**config.mk**
```make
export PLATFORM = sky130hd
export DESIGN_NAME = fpa_back
export DESIGN_NICKNAME = d
export VERILOG_FILES = /design/src/sv/fpa_pkg.sv /design/src/sv/fpa_back.sv
export SDC_FILE = /design/constraint.sdc
export NUM_CORES = 1
export LEC_CHECK = 0
export ABC_CLOCK_PERIOD_IN_PS = 2700
export BUFFER_PORTS_ARGS = -buffer_cell sky130_fd_sc_hd__buf_4
export CAP_MARGIN = 20
export CORE_AREA = 2 2 119 121
export DETAILED_ROUTE_END_ITERATION = 16
export DIE_AREA = 0 0 121 123
export PLACE_DENSITY_LB_ADDON = 0.1
export RECOVER_POWER = 50
export SLEW_MARGIN = 20
export SYNTH_ARGS = -nofsm -noshare
export SYNTH_HDL_FRONTEND = slang
export SYNTH_SLANG_ARGS = --single-unit
```
**constraint.sdc**
```tcl
create_clock -name vclk -period 2.7
set_input_delay 0 -clock vclk [all_inputs]
set_output_delay 0 -clock vclk [all_outputs]
set_load 0.05 [all_outputs]
```
**src/sv/fpa_pkg.sv**
```systemverilog
package fpa_pkg;

  localparam int DefFractionBits = 8;
  localparam int DataWidth = 32;
  localparam int QuoBits = 63;

  typedef enum logic [3:0] {
    ActAdd     = 4'd0,
    ActSub     = 4'd1,
    ActMul     = 4'd2,
    ActDiv     = 4'd3,
    ActMin     = 4'd4,
    ActMax     = 4'd5,
    ActCompare = 4'd6,
    ActInc     = 4'd7,
    ActDec     = 4'd8,
    ActToInt   = 4'd9,
    ActFromInt = 4'd10
  } action_e;

  typedef struct packed {
    logic        [3:0]  action;
    logic signed [31:0] operand_a;
    logic signed [31:0] operand_b;
  } in_word_t;

  typedef struct packed {
    logic signed [31:0] result;
    logic               greater;
    logic               less;
    logic               equal;
    logic               overflow;
    logic               divide_by_zero;
  } out_word_t;

  // Work carried from cell to cell of the divider chain.
  typedef struct packed {
    logic               vld;
    logic [3:0]         action;
    logic               neg;
    logic               dz;
    logic               a_zero;
    logic signed [31:0] fast_res;
    logic               fast_ovf;
    logic [63:0]        rem;
    logic [63:0]        num;
    logic [31:0]        den;
    logic [QuoBits-1:0] quo;
    logic               greater;
    logic               less;
    logic               equal;
  } cell_t;

endpackage

```
**src/sv/fpa_back.sv**
```systemverilog
module fpa_back import fpa_pkg::*; (
  input  cell_t     cell_i,
  output out_word_t word_o
);

  logic [32:0] m;

  always_comb begin
    if (cell_i.neg) begin
      if (cell_i.quo > QuoBits'(64'h8000_0000)) m = {1'b1, 32'h8000_0000};
      else m = {1'b0, 32'd0 - cell_i.quo[31:0]};
    end else begin
      if (cell_i.quo > QuoBits'(64'h7FFF_FFFF)) m = {1'b1, 32'h7FFF_FFFF};
      else m = {1'b0, cell_i.quo[31:0]};
    end
    word_o.greater = cell_i.greater;
    word_o.less = cell_i.less;
    word_o.equal = cell_i.equal;
    word_o.divide_by_zero = 1'b0;
    if (cell_i.action == ActDiv) begin
      if (cell_i.dz) begin
        word_o.divide_by_zero = 1'b1;
        word_o.overflow = 1'b0;
        if (cell_i.a_zero) word_o.result = 32'sd0;
        else word_o.result = cell_i.neg ? 32'h8000_0000 : 32'h7FFF_FFFF;
      end else begin
        word_o.result = m[31:0];
        word_o.overflow = m[32];
      end
    end else begin
      word_o.result = cell_i.fast_res;
      word_o.overflow = cell_i.fast_ovf;
    end
  end

endmodule

```
==> impl_results.md <==
- Clock Buffer Count: 0
- Starting Density: 0.127
- Final hold violations: 0
- Top cell by count, worst path: buf_4
- Cell area power density: 159 mW/mm2
- Die height: 123 um
- Worst path cell trace: buf_4, or4_4, or4_4, o41ai_4, buf_4, and3_2, nand2_4, o311ai_2, buf_4
- FMAX: 388 MHz
- Row cnt: 43
- FFs & Latches: 0
- Final HPWL DP: 9420 um
- Slew HR: 0.615
- Area of the core: 0.0136 mm2
- Die X: 121 um
- # diodes: 0
- Post-synth top area cell: nand2_1
- Outcome: complete, no violations
- Seq/Total Area, Yosys: 0
- Layout Nets: 701
- CP delay by family, top: simple AND/OR/NAND/NOR gates
- Layout cells sized above 1: 0.435
- Worst hold-check path type: input port to output pin
- Tot Pwr: 0.000487 W
- Routed vias/inst: 4.67
- Synth top area share: 0.0784
- Final core occ: 0.225
- Design area: 0.00307 mm2
- Total setup buffers inserted after CTS: 0
- Synthesis-to-layout area growth: 78.0%
- Cts repair resizes: 0
- Die Area: 0.0149 mm2
- Final Critical Period: 2.58 ns
- First drt pass iteration count: 4
- Initial DRC Count: 126
- Via Count: 2,848
- Leak: 1.33 nW
- Syn Nets: 551
- Critical path type: input port to output pin
- Post-CTS Hold Buffers: 0
- Max-slew violations: 0
- Critical Path End: word_o[28]
- Antenna-violating nets left: 0
- CP required: 2.70 ns
- Pre-CTS WS: 0.0621 ns
- Final setup margin: 0.121 ns
- Cell count after synthesis: 282
- Routed wire per std cell: 18.7 um
- # port buffers: 137
- Setup TNS Final: 0 ns
- Maximum VDD drop: 56.3 uV
- DRC Markers: 0
- Worst slew pin tran: 0.571 ns
- Setup crit end kind: output pin
- Final Cycle Share: 0.955
- Global Route Usage Sum: 0.146
- Final setup viols: 0
- Top area cells in the synthesized netlist: nand2_1 7.8%, a21oi_1 5.8%, o211ai_1 5.7%, nor3_1 5.5%, nor2_1 5.2%
- Worst path max stage delay: 0.54 ns
- Initial antenna violation count: 0
- First-pass GRT wire length: 16,700 um
- Post-DP Area: 0.00310 mm2
- Critical path depth: 9
- I/O Pins: 304
- Mapped Area: 0.00172 mm2
- Startpoint type of the worst setup path: input port
- Vias in the first global route: 2,856
- Crit-path slowest cell: or4_4
- Seq. cell area: 0 um2
- Launch point of the worst path: cell_i[30]
- RD Place Congestion: 0.798
- Buf/Inv on CP: 3
- Average size of a mapped cell: 6.11 um2
- Routed wire length: 11,400 um
- Fillcell total: 1,602
- Critical Path Fanout Max: 9
- Min-Delay Startpoint: cell_i[2]
- Yosys warns: 0
- Post-synthesis cell type count: 59
- Worst endpoint data arrival time: 2.58 ns
- Max Cap Viol: 0
- Pin count of the biggest net entering global routing: 35
- Overflow after GRT: 0
- RSZ-0062 raised after global routing: no
-- layout by cell type (no fill, tap or decap), types with 3 or more instances in the layout --
cell type  Yosys  routed
nand4b_1       3       3
nand4_1       14      14
o311ai_1       4       4
a21oi_1       20      20
o31a_1         3       3
nor3_1        19      18
or3_1          5       5
o21ai_0       17      15
o211ai_1      13      13
nor4_1        14      14
nand2_1       36      35
a22oi_1        7       7
nand3_1       10      10
nor2_1        24      24
and2_1         4       4
buf_4          4     155
xor2_1         5       5
nand2b_1       4       4
inv_1          8       8
clkbuf_2       0      12
and3_2         3       3
a31oi_1        9       7
-- layer usage --
metal  GRT usage  vias to the layer above  routed length, um
li1            -                     1408                  -
met5           0                        -                  0
met4     0.00363                        0                 25
met3      0.0217                        4                995
met1       0.221                     1294               5710
met2       0.229                      142               4660
-- synthesized netlist by cell type (all sizes together) (2+ instances only) --
library cell / instances
a2111oi: 3
a21oi: 20
a22oi: 7
a31oi: 9
and2: 5
and3: 4
buf: 9
clkbuf: 11
ha: 2
inv: 8
mux2i: 2
nand2: 37
nand2b: 4
nand3: 10
nand4: 14
nand4b: 3
nor2: 25
nor3: 19
nor4: 15
o211ai: 13
o21ai: 18
o311ai: 6
o31a: 3
o41ai: 3
or3: 5
or4: 4
xor2: 5
-- where the power goes --
| group | internal, W | switching, W | total, W |
|---|---|---|---|
| registers | 0 | 0 | 0 |
| logic | 0.000197 | 0.000291 | 0.000487 |
| clock network | 0 | 0 | 0 |
| total | 0.000197 | 0.000291 | 0.000487 |
-- cell type report --
cell class	count	area, um2	share of cell area
tap	180	225	0.0734
inverter	9	33.8	0.0110
multi-input combinational	253	1580	0.515
timing repair buffer	168	1230	0.400
-- worst min path at each step --
stage	to	slack (ns)	cells past startpoint
floorplan	word_o[2]	0.17	1
global placement	word_o[3]	0.0003	0
detailed placement	word_o[3]	0.0003	0
CTS	word_o[3]	0.0003	0
global route	word_o[4]	0.00009	0
finish	word_o[4]	0.00002	0
-- per-stage QoR --
step | hold slack [ns] | instances
2_1_floorplan | 0.167 | 282
5_1_grt | 0.0000943 | 610
3_3_place_gp | 0.000341 | 610
4_1_cts | 0.000341 | 610
6_report | 0.0000193 | 610
3_5_place_dp | 0.000341 | 610
-- cells by family (layout without fill, tap and decap cells) --
group                    count (synthesis)  count (layout)  share of synthesized area
XOR/XNOR                                 6               6                     0.0305
buffers and inverters                   29             177                     0.0995
AND/OR/NAND/NOR                        148             148                      0.453
AO/OA/AOI/OAI                           95              95                      0.391
adder cells (fa/ha/maj)                  2               2                     0.0145
multiplexers                             2               2                     0.0116
(Power assumes the default switching activity.)
