## config.mk

```make
export PLATFORM = sky130hd
export DESIGN_NAME = fpa_cell
export DESIGN_NICKNAME = d
export VERILOG_FILES = /design/src/sv/fpa_pkg.sv /design/src/sv/fpa_cell.sv
export SDC_FILE = /design/constraint.sdc
export NUM_CORES = 1
export LEC_CHECK = 0
export ABC_CLOCK_PERIOD_IN_PS = 1900
export BUFFER_PORTS_ARGS = -buffer_cell sky130_fd_sc_hd__buf_4
export CAP_MARGIN = 20
export CORE_AREA = 2 2 209 211
export DETAILED_ROUTE_END_ITERATION = 10
export DIE_AREA = 0 0 211 213
export SLEW_MARGIN = 0
export SYNTH_ARGS = -nofsm -noshare
export SYNTH_HDL_FRONTEND = slang
export SYNTH_SLANG_ARGS = --single-unit
export TNS_END_PERCENT = 10
```

## constraint.sdc

```tcl
create_clock -name clk_i -period 1.9 [get_ports clk_i]
set_clock_uncertainty 0.2 [all_clocks]
set_input_delay 0.19 -clock clk_i [delete_from_list [all_inputs] [get_ports clk_i]]
set_output_delay 0.19 -clock clk_i [all_outputs]
set_load 0.1 [all_outputs]
```

## src/sv/fpa_pkg.sv

```systemverilog
package fpa_pkg;

  localparam int DefFractionBits = 8;
  localparam int DataWidth = 32;
  localparam int QuoBits = 63;

  typedef enum logic [3:0] {
    ActAdd     = 4'd0,
    ActSub     = 4'd1,
    ActMul     = 4'd2,
    ActDiv     = 4'd3,
    ActMin     = 4'd4,
    ActMax     = 4'd5,
    ActCompare = 4'd6,
    ActInc     = 4'd7,
    ActDec     = 4'd8,
    ActToInt   = 4'd9,
    ActFromInt = 4'd10
  } action_e;

  typedef struct packed {
    logic        [3:0]  action;
    logic signed [31:0] operand_a;
    logic signed [31:0] operand_b;
  } in_word_t;

  typedef struct packed {
    logic signed [31:0] result;
    logic               greater;
    logic               less;
    logic               equal;
    logic               overflow;
    logic               divide_by_zero;
  } out_word_t;

  // Work carried from cell to cell of the divider chain.
  typedef struct packed {
    logic               vld;
    logic [3:0]         action;
    logic               neg;
    logic               dz;
    logic               a_zero;
    logic signed [31:0] fast_res;
    logic               fast_ovf;
    logic [63:0]        rem;
    logic [63:0]        num;
    logic [31:0]        den;
    logic [QuoBits-1:0] quo;
    logic               greater;
    logic               less;
    logic               equal;
  } cell_t;

endpackage

```

## src/sv/fpa_cell.sv

```systemverilog
module fpa_cell import fpa_pkg::*; (
  input  logic  clk_i,
  input  logic  rst_ni,
  input  logic  en_i,
  input  cell_t cell_i,
  output cell_t cell_o
);

  cell_t cell_d, data_q;
  logic  vld_q;
  logic [64:0] trial;
  logic [63:0] shifted;

  // One restoring division step: one quotient bit per cell.
  always_comb begin
    cell_d = cell_i;
    shifted = {cell_i.rem[62:0], cell_i.num[63]};
    trial = {1'b0, shifted} - {33'd0, cell_i.den};
    cell_d.num = {cell_i.num[62:0], 1'b0};
    if (!trial[64]) begin
      cell_d.rem = trial[63:0];
      cell_d.quo = {cell_i.quo[QuoBits-2:0], 1'b1};
    end else begin
      cell_d.rem = shifted;
      cell_d.quo = {cell_i.quo[QuoBits-2:0], 1'b0};
    end
  end

  always_ff @(posedge clk_i or negedge rst_ni) begin
    if (!rst_ni) begin
      vld_q <= 1'b0;
    end else if (en_i) begin
      vld_q <= cell_d.vld;
    end
  end

  always_ff @(posedge clk_i) begin
    if (en_i) begin
      data_q <= cell_d;
    end
  end

  always_comb begin
    cell_o = data_q;
    cell_o.vld = vld_q;
  end

endmodule

```

==> run_results.csv <==
group,metric,value,unit
run_status,status,"finished, violations left",
run_status,violations,"hold timing, setup timing",
placed_design,pre_cts_ws,-1.69,ns
grt,grt_max_degree,60,
placed_design,dpl_cell_area,17100,um^2
clock_network,clkTransAtPathRegs,0.06,ns
clock_network,clock-root-buffer,"clkbuf_16",
die,core,42700,um^2
synth,avgSynthCellArea,14.6,um^2
timing,slew_headroom,53.1,%
setup_path,cp_slowest_cell,"or4_4",
clock_network,h-tree-depth,1,
setup_path,path_class,"in -> reg",
timing,period_share,155,%
setup_path,crit_path_start_kind,"input port",
timing,timing.hold.ws,-0.391,ns
synth,synth_cell_types,56,
setup_path,cp_common_cell,"or4_4",
die,fp.dieH,213,um
layout,nets,2055,
timing,rsz0062_at_grt,"yes",
setup_path,crit_path_max_fanout,41,
min_path,worst_hold_path.num_cells,1,
min_path,worstHoldStart,"cell_i[66]",
synth,async_flop_share,0.376,%
layout,final_cell_mix,"711 x buf_4, 270 x dlygate4sd3_1, 265 x edfxtp_1",
timing,setup-violations-final,65,
synth,ys_seq_area_share,72.2,%
routing,drc_errors,0,
timing,drv_slew,0,
flow_run,cap_violations,0,
clock_network,cts_made_buffers,30,
synth,synthAdderAreaFrac,3.80,%
placed_design,gp_congestion,0.920,
power_and_ir_drop,vdd_drop_max,0.707,mV
synth,synth_top_family_by_area,"simple AND/OR/NAND/NOR gates",
synth,yosysWarnings,0,
synth,syn-instance-count,755,
timing,finalCriticalPeriod,2.95,ns
routing,vias,10200,
layout,layout_commonest_cell,"buf_4",
grt,track_usage,20.0,%
clock_network,insertion_delay,0.59,ns
routing,vias_per_cell,4.39,
routing,wl_per_cell,20.4,um
power_and_ir_drop,pwr_density_cell,973,nW/um^2
setup_path,required,2.02,ns
timing,max_freq,0.339,GHz
die,ios,537,
layout,area_delta_synth_final,89.3,%
synth,synthMuxAreaShare,0.917,%
setup_path,path_cells,"buf_6 > or4_4 > or3_4 > or4_4 > or4_4 > a2111o_2 > buf_12 > and3_4 > nand2b_1 > xnor2_1",
routing,postRouteAntennaNets,0,
routing,first_pass_iters,5,
grt,grt_overflow,0,
clock_network,cts.sinks,266,
timing,hold_viol,4,
setup_path,crit_start,"cell_i[215]",
setup_path,r2r_cells,1,
die,dieArea,44900,um^2
timing,worst_slew_pin_slew,0.699,ns
layout,layout-drive-gt1-share,44.6,%
synth,synth_nets,1058,
power_and_ir_drop,finalPower,20.4,mW
die,rows,76,
clock_network,cts_buffer_depth,3,
setup_path,r2r_start,"vld_q$_DFFE_PN0P_",
min_path,worstHoldPathType,"in -> reg",
synth,synth_xor_area_share,4.83,%
placed_design,portBuffers,533,
layout,final_area,20900,um^2
setup_path,crit_cells,10,
grt,grt_pass1_vias,10900,
die,die_w,211,um
setup_path,endpoint_kind,"flop",
placed_design,dp_hpwl,34.2,mm
power_and_ir_drop,static-leakage-power,9.04,nW
synth,ys_ff_latch,266,
synth,synth_edf_count,265,
setup_path,arrival,3.07,ns
timing,fin_ws,-1.05,ns
synth,ys.flop_type,"edfxtp_1",
routing,wirelength,47.4,mm
synth,syn-cell-area,11100,um^2
synth,synth_compound_area_share,7.10,%
clock_network,cts_tree,"built",
setup_path,crit_buf_inv,2,
synth,synth-simple-area-share,8.64,%
die,start_util,25.9,%
setup_path,slowest_delay,0.52,ns
setup_path,path_delay_family,"simple AND/OR/NAND/NOR gates",
grt,antenna_found_initial,12,
grt,grt_pass1_wl,67.2,mm
routing,drt-initial-drc-count,591,
area by class of cell:
type	instances	area, um^2
multi-input combinational	426	2900
clock inverter	24	249
fill	3724	21800
inverter	39	146
antenna	7	17.5
sequential	266	7980
clock buffer	32	758
timing repair buffer	989	8180
tap	546	683
path summary, 6_finish.rpt:
path / endpoint / slack (ns)
worst min register to register: vld_q$_DFFE_PN0P_ / 0.35
worst min-delay path: cell_o[66]$_DFFE_PP_ / -0.39
min in group asynchronous: vld_q$_DFFE_PN0P_ / 0.26
max in group asynchronous: vld_q$_DFFE_PN0P_ / 1.12
worst max-delay path: cell_o[204]$_DFFE_PP_ / -1.05
worst max register to register: vld_q$_DFFE_PN0P_ / 0.93
synthesized netlist by cell type, types with 3 or more instances:
master	count	area, um^2
a211oi_1	3	22.5
a21o_1	9	67.6
a21oi_1	58	290
a31oi_1	7	43.8
and2_1	4	25.0
buf_6	3	33.8
clkbuf_1	17	63.8
edfxtp_1	265	7960
ha_1	32	400
inv_1	39	146
mux2_1	4	45.0
mux2_2	5	56.3
nand2_1	49	184
nand2b_1	6	37.5
nand3_1	9	45.0
nand3b_1	3	22.5
nand4_1	12	75.1
nor2_1	59	221
nor3_1	18	90.1
nor4_1	12	75.1
o21a_1	3	22.5
o21ai_0	21	105
o21bai_1	6	45.0
or3_1	6	37.5
or4_4	3	33.8
xnor2_1	34	298
xor2_1	27	236
cell families after synthesis:
kind of cell | after synthesis
AOI/OAI and AO/OA | 128
xor gates and xnor gates | 61
adders and majority gates | 33
DFF | 266
buffers and inverters | 63
muxes | 9
and+or+nand+nor | 194
other | 1
sequential cells by signal, indices dropped and copies added, names as in the netlist:
register / flops
cell_o: 265
vld_q: 1
stage by stage:
step | std cells | setup TNS, ns | utilization, %
final | 2329 | -57.58 | 49.0
after global routing | 2328 | -61.75 | 49.0
after CTS | 2317 | -56.68 | 48.6
after detailed placement | 1994 | -100.05 | 40.0
after global placement | 1994 | -97.47 | 40.0
after floorplan | 755 | -83.14 | -
what timing repair did:
action | 4_1_cts | 5_1_grt
hold buffers | 266 | 4
endpoints found under the hold margin | 489 | 7
pin swaps | 1 | 2
gates resized for setup | 5 | 15
setup buffers | 1 | 1
setup endpoints to repair | 65 | 65
cloned | 0 | 0
power by group:
part / switching (mW) / leakage, nW / internal (mW) / total, mW
registers: 0.185 / 2.61 / 7.08 / 7.27
clock network: 2.54 / 0.484 / 3.44 / 5.99
logic: 5.08 / 5.95 / 2.03 / 7.11
routing by layer:
| layer | wire length [um] | global-route usage, % | vias to the layer above |
|---|---|---|---|
| li1 | - | - | 4825 |
| met1 | 17600 | 22.1 | 4881 |
| met2 | 23800 | 35.1 | 403 |
| met3 | 3540 | 6.13 | 112 |
| met4 | 2420 | 9.52 | 10 |
| met5 | 62 | 0 | - |
Power figures use the tool's default switching activity.
