--- src/sv/fpa_pkg.sv ---
package fpa_pkg;

  localparam int DefFractionBits = 8;
  localparam int DataWidth = 32;
  localparam int QuoBits = 63;

  typedef enum logic [3:0] {
    ActAdd     = 4'd0,
    ActSub     = 4'd1,
    ActMul     = 4'd2,
    ActDiv     = 4'd3,
    ActMin     = 4'd4,
    ActMax     = 4'd5,
    ActCompare = 4'd6,
    ActInc     = 4'd7,
    ActDec     = 4'd8,
    ActToInt   = 4'd9,
    ActFromInt = 4'd10
  } action_e;

  typedef struct packed {
    logic        [3:0]  action;
    logic signed [31:0] operand_a;
    logic signed [31:0] operand_b;
  } in_word_t;

  typedef struct packed {
    logic signed [31:0] result;
    logic               greater;
    logic               less;
    logic               equal;
    logic               overflow;
    logic               divide_by_zero;
  } out_word_t;

  // Work carried from cell to cell of the divider chain.
  typedef struct packed {
    logic               vld;
    logic [3:0]         action;
    logic               neg;
    logic               dz;
    logic               a_zero;
    logic signed [31:0] fast_res;
    logic               fast_ovf;
    logic [63:0]        rem;
    logic [63:0]        num;
    logic [31:0]        den;
    logic [QuoBits-1:0] quo;
    logic               greater;
    logic               less;
    logic               equal;
  } cell_t;

endpackage

--- src/sv/fpa_front.sv ---
module fpa_front import fpa_pkg::*; #(
  parameter int FractionBits = DefFractionBits
) (
  input  logic     clk_i,
  input  logic     rst_ni,
  input  logic     en_i,
  input  logic     valid_i,
  input  in_word_t word_i,
  output cell_t    cell_o
);

  localparam logic [63:0] Half =
    (FractionBits > 0) ? (64'd1 << (FractionBits - 1)) : 64'd0;
  localparam logic [32:0] RoundAdd = (33'd1 << FractionBits) - 33'd1;

  logic signed [32:0] a_x, b_x;
  logic [31:0] ma, mb;
  logic [31:0] ma_q, mb_q;
  logic        vld_q, sgn_q;
  logic [3:0]  act_q;
  logic signed [31:0] fres_q;
  logic        fovf_q, dz_q, az_q, g_q, l_q, e_q;
  logic [63:0] prod;
  logic [63:0] pr;
  logic signed [32:0] sum;
  logic signed [31:0] fres;
  logic        fovf;
  logic [63:0] sh;

  function automatic logic [32:0] sat_mag(input logic neg, input logic [63:0] m);
    logic [32:0] r;
    if (neg) begin
      if (m > 64'h8000_0000) r = {1'b1, 32'h8000_0000};
      else r = {1'b0, 32'd0 - m[31:0]};
    end else begin
      if (m > 64'h7FFF_FFFF) r = {1'b1, 32'h7FFF_FFFF};
      else r = {1'b0, m[31:0]};
    end
    return r;
  endfunction

  function automatic logic [32:0] sat_sum(input logic signed [32:0] v);
    logic [32:0] r;
    if (v > 33'sd2147483647) r = {1'b1, 32'h7FFF_FFFF};
    else if (v < -33'sd2147483648) r = {1'b1, 32'h8000_0000};
    else r = {1'b0, v[31:0]};
    return r;
  endfunction

  assign a_x = 33'(word_i.operand_a);
  assign b_x = 33'(word_i.operand_b);
  assign ma = word_i.operand_a[31] ? 32'd0 - word_i.operand_a : word_i.operand_a;
  assign mb = word_i.operand_b[31] ? 32'd0 - word_i.operand_b : word_i.operand_b;

  // Everything but the multiply and the division settles here; add and shift terms are narrow.
  always_comb begin
    logic [32:0] s;
    s = 33'd0;
    sum = 33'sd0;
    unique case (word_i.action)
      ActAdd:  sum = a_x + b_x;
      ActSub:  sum = a_x - b_x;
      ActInc:  sum = a_x + 33'sd1;
      ActDec:  sum = a_x - 33'sd1;
      default: sum = 33'sd0;
    endcase
    sh = {32'd0, ma} << FractionBits;
    unique case (word_i.action)
      ActAdd, ActSub, ActInc, ActDec: s = sat_sum(sum);
      ActMin: s = {1'b0, (a_x <= b_x) ? word_i.operand_a : word_i.operand_b};
      ActMax: s = {1'b0, (a_x >= b_x) ? word_i.operand_a : word_i.operand_b};
      ActToInt: begin
        if (word_i.operand_a[31])
          s = {1'b0, 32'd0 - 32'(({1'b0, ma} + RoundAdd) >> FractionBits)};
        else
          s = {1'b0, 32'(ma >> FractionBits)};
      end
      ActFromInt: s = sat_mag(word_i.operand_a[31], sh);
      default: s = 33'd0;
    endcase
    fres = s[31:0];
    fovf = s[32];
  end

  always_ff @(posedge clk_i or negedge rst_ni) begin
    if (!rst_ni) vld_q <= 1'b0;
    else if (en_i) vld_q <= valid_i;
  end

  always_ff @(posedge clk_i) begin
    if (en_i) begin
      act_q  <= word_i.action;
      ma_q   <= ma;
      mb_q   <= mb;
      sgn_q  <= word_i.operand_a[31] ^ word_i.operand_b[31];
      fres_q <= fres;
      fovf_q <= fovf;
      dz_q   <= (word_i.operand_b == 32'sd0);
      az_q   <= (word_i.operand_a == 32'sd0);
      g_q    <= a_x > b_x;
      l_q    <= a_x < b_x;
      e_q    <= a_x == b_x;
    end
  end

  // Second half: the registered multiply, rounded, and the division setup.
  assign prod = ma_q * mb_q;
  assign pr = (prod + Half) >> FractionBits;

  always_comb begin
    logic [32:0] m;
    m = sat_mag(sgn_q, pr);
    cell_o = '0;
    cell_o.vld = vld_q;
    cell_o.action = act_q;
    cell_o.neg = sgn_q;
    cell_o.dz = dz_q;
    cell_o.a_zero = az_q;
    cell_o.fast_res = (act_q == ActMul) ? m[31:0] : fres_q;
    cell_o.fast_ovf = (act_q == ActMul) ? m[32] : fovf_q;
    // Dividend is 2*|a|*2^F + |b|, to be divided by 2*|b|. The chain only
    // steps through the upper 63 bits, which halves the dividend, so the
    // divisor it sees is |b|.
    cell_o.num = ({32'd0, ma_q} << (FractionBits + 1)) + {32'd0, mb_q};
    cell_o.den = mb_q;
    cell_o.greater = g_q;
    cell_o.less = l_q;
    cell_o.equal = e_q;
  end

endmodule

--- config.mk ---
export PLATFORM = sky130hd
export DESIGN_NAME = fpa_front
export DESIGN_NICKNAME = d
export VERILOG_FILES = /design/src/sv/fpa_pkg.sv /design/src/sv/fpa_front.sv
export SDC_FILE = /design/constraint.sdc
export NUM_CORES = 2
export LEC_CHECK = 0
export BUFFER_PORTS_ARGS = -buffer_cell sky130_fd_sc_hd__buf_2
export CAP_MARGIN = 20
export CORE_MARGIN = 1
export CORE_UTILIZATION = 56
export CTS_CLUSTER_SIZE = 14
export DETAILED_ROUTE_END_ITERATION = 10
export GPL_TIMING_DRIVEN = 0
export PLACE_DENSITY_LB_ADDON = 0.15
export SETUP_SLACK_MARGIN = 0.05
export SYNTH_ARGS = -nofsm -noshare
export SYNTH_HDL_FRONTEND = slang
export SYNTH_SLANG_ARGS = --single-unit
export TNS_END_PERCENT = 5
--- constraint.sdc ---
create_clock -name clk_i -period 23.2 [get_ports clk_i]
set_input_delay 2.32 -clock clk_i [delete_from_list [all_inputs] [get_ports clk_i]]
set_output_delay 2.32 -clock clk_i [all_outputs]
set_load 0.03 [all_outputs]
==> metrics.csv <==
metric;value;unit
status;finished, violations left;
violations;design-rule violations;
setup_tns;0;ps
synth_cells;6182;
worst_slew_pin_slew;1270;ps
cts_sinks;108;
hold_violations;0;
die_h;305;um
yosysWarnings;0;
cts_tree;yes;
setup_viol;0;
rows;110;
synth-seq-cells;108;
setup_slack;7720;ps
initial_core_util;56.9;%
cts_buffers;9;
route.detailed.drc;2;
cpMostUsedCell;fa_1;
finalMaxSlewViolations;0;
synth_area_leader_cell;fa_1;
die_area;93200;sq um
dr.pass1.iters;11;
yosysMostFrequentCell;inv_1;
critPathLaunchType;flip-flop;
cts_hold_buf;0;
syn_area;51500;sq um
synth_top_area_share;35.0;%
drv_cap;0;
wirelength;210000;um
gp_congestion;1.05;
end_kind;output port;
synth_edf_count;107;
rsz0062_at_grt;false;
via_per_inst;6.04;
grt-ovfl-total;0;
cts_setup_buffers;0;
slew_headroom;15.5;%
avgSynthCellArea;8.34;sq um
place_inst;7689;
hp-class;reg2reg;
post_cts_resize_count;0;
grt_max_degree;78;
required;20880;ps
cts_root_buf;clkbuf_16;
critPathKind;reg2out;
io-pin-count;339;
die_w;305;um
core;90600;sq um
cp_slowest_cell;clkbuf_1;
track_usage;45.6;%
grt_pass1_vias;47716;
clk_pin_slew;90;ps
min_period;15480;ps
route.vias.total;46548;
slowest_delay;870;ps
wl_per_cell;27.2;um
drtAntennaViolNets;0;
grt_first_pass_wirelength;311000;um
antenna_found_initial;12;
seq_area_frac_synth;6.28;%
dp_hpwl;177000;um
nets;7873;
cp.arrival;13160;ps
skew;0;ps
max_freq;64.6;MHz
ys_top_cells_by_count;1105 x inv_1, 900 x fa_1, 699 x nand2_1;
portBuffers;180;
synth_cell_type_count;113;
layout-drive-gt1-share;7.49;%
drtIter0Drc;4649;
period_share;66.7;%
cts_buffer_depth;2;
clock_latency;390;ps
synth_area_leaders;fa_1 35%, ha_1 9.2%, inv_1 8.0%;
area_growth;6.44;%
crit_fanout;10;
htree_levels;3;
ys_async_sr_fraction;0.926;%
synth_flop_cell;edfxtp_1;
fin_cells;7713;
dp_slack;8270;ps
==> area by class of cell <==
cell class                      instances  area [sq um]
Inverter                             1113          4180
Timing Repair Buffer                  183           943
Sequential cell                       108          3240
Tap cell                             1176          1470
Clock inverter                          7           103
Multi-Input combinational cell       4593         42000
Antenna cell                            8          20.0
Buffer                                516          2630
Fill cell                            8196         35700
Clock buffer                            9           225
==> cells in the final DEF, fill, tap and decap left out, types with 60 or more instances in the layout <==
| cell type | Yosys | final |
|---|---|---|
| inv_1 | 1105 | 1105 |
| fa_1 | 900 | 900 |
| nand2_1 | 699 | 699 |
| and2_1 | 557 | 557 |
| ha_1 | 377 | 377 |
| clkbuf_1 | 315 | 315 |
| a21oi_1 | 217 | 217 |
| xnor2_1 | 209 | 209 |
| nor2_1 | 208 | 208 |
| o21ai_0 | 201 | 201 |
| buf_2 | 17 | 197 |
| buf_4 | 168 | 170 |
| conb_1 | 1 | 149 |
| edfxtp_1 | 107 | 107 |
| nor3_1 | 93 | 93 |
| a21o_1 | 83 | 83 |
| nand3_1 | 81 | 81 |
| xor2_1 | 60 | 60 |
==> critical path, delay by kind of cell (launching register included) <==
kind	cells	cell delay, ps
AND/OR/NAND/NOR	5	1820
adder cells (fa/ha/maj)	9	4570
buffers and inverters	8	2720
flip-flops	1	630
AO/OA/AOI/OAI	9	2970
==> per-stage QoR <==
step                      utilization [%]  hold slack (ps)  cell area (sq um)
final                                60.6              523              54900
after global routing                 60.6              546              54800
after detailed placement             60.2              503              54500
after global placement               60.1              491              54500
after CTS                            60.5              524              54800
after floorplan                         -              482              52100
==> routing by layer <==
metal | share of wire (%) | track usage, % | wire, um
met5 | 0.020 | 0 | 43
met2 | 45 | 71.6 | 94100
met3 | 11 | 10.4 | 22500
met1 | 35 | 54.5 | 73800
met4 | 9.3 | 34.7 | 19600
==> sequential cells by signal, indices dropped and copies added, names as in the netlist <==
signal,flops
act_q,4
e_q,1
fres_q,32
dz_q,1
az_q,1
sgn_q,1
fovf_q,1
mb_q,32
ma_q,32
g_q,1
vld_q,1
l_q,1
==> path summary, 6_finish.rpt <==
kind                         start     endpoint  slack (ps)  depth (start not counted)
min in group asynchronous   rst_ni        vld_q        1690                          1
setup reg to reg             vld_q        vld_q       22450                          1
setup / recovery           ma_q[0]  cell_o[252]        7720                         31
hold / removal               vld_q        vld_q         520                          1
hold reg to reg              vld_q        vld_q         520                          1
max in group asynchronous   rst_ni        vld_q       21430                          1
==> logic make-up (layout without fill, tap and decap cells) <==
| group | count (synthesis) | after routing | synth area share (%) |
|---|---|---|---|
| adders and majority gates | 1277 | 1277 | 44.1 |
| xor gates and xnor gates | 272 | 272 | 4.67 |
| muxes | 13 | 13 | 0.262 |
| and+or+nand+nor | 1954 | 1954 | 19.5 |
| AOI/OAI and AO/OA | 928 | 928 | 12.0 |
| other | 1 | 157 | 0.00728 |
| buffers and inverters | 1629 | 1828 | 13.2 |
| DFF | 108 | 108 | 6.28 |
Power is not shown: default switching activity piles up to over one toggle a cycle in this logic, so the estimate is an artifact.
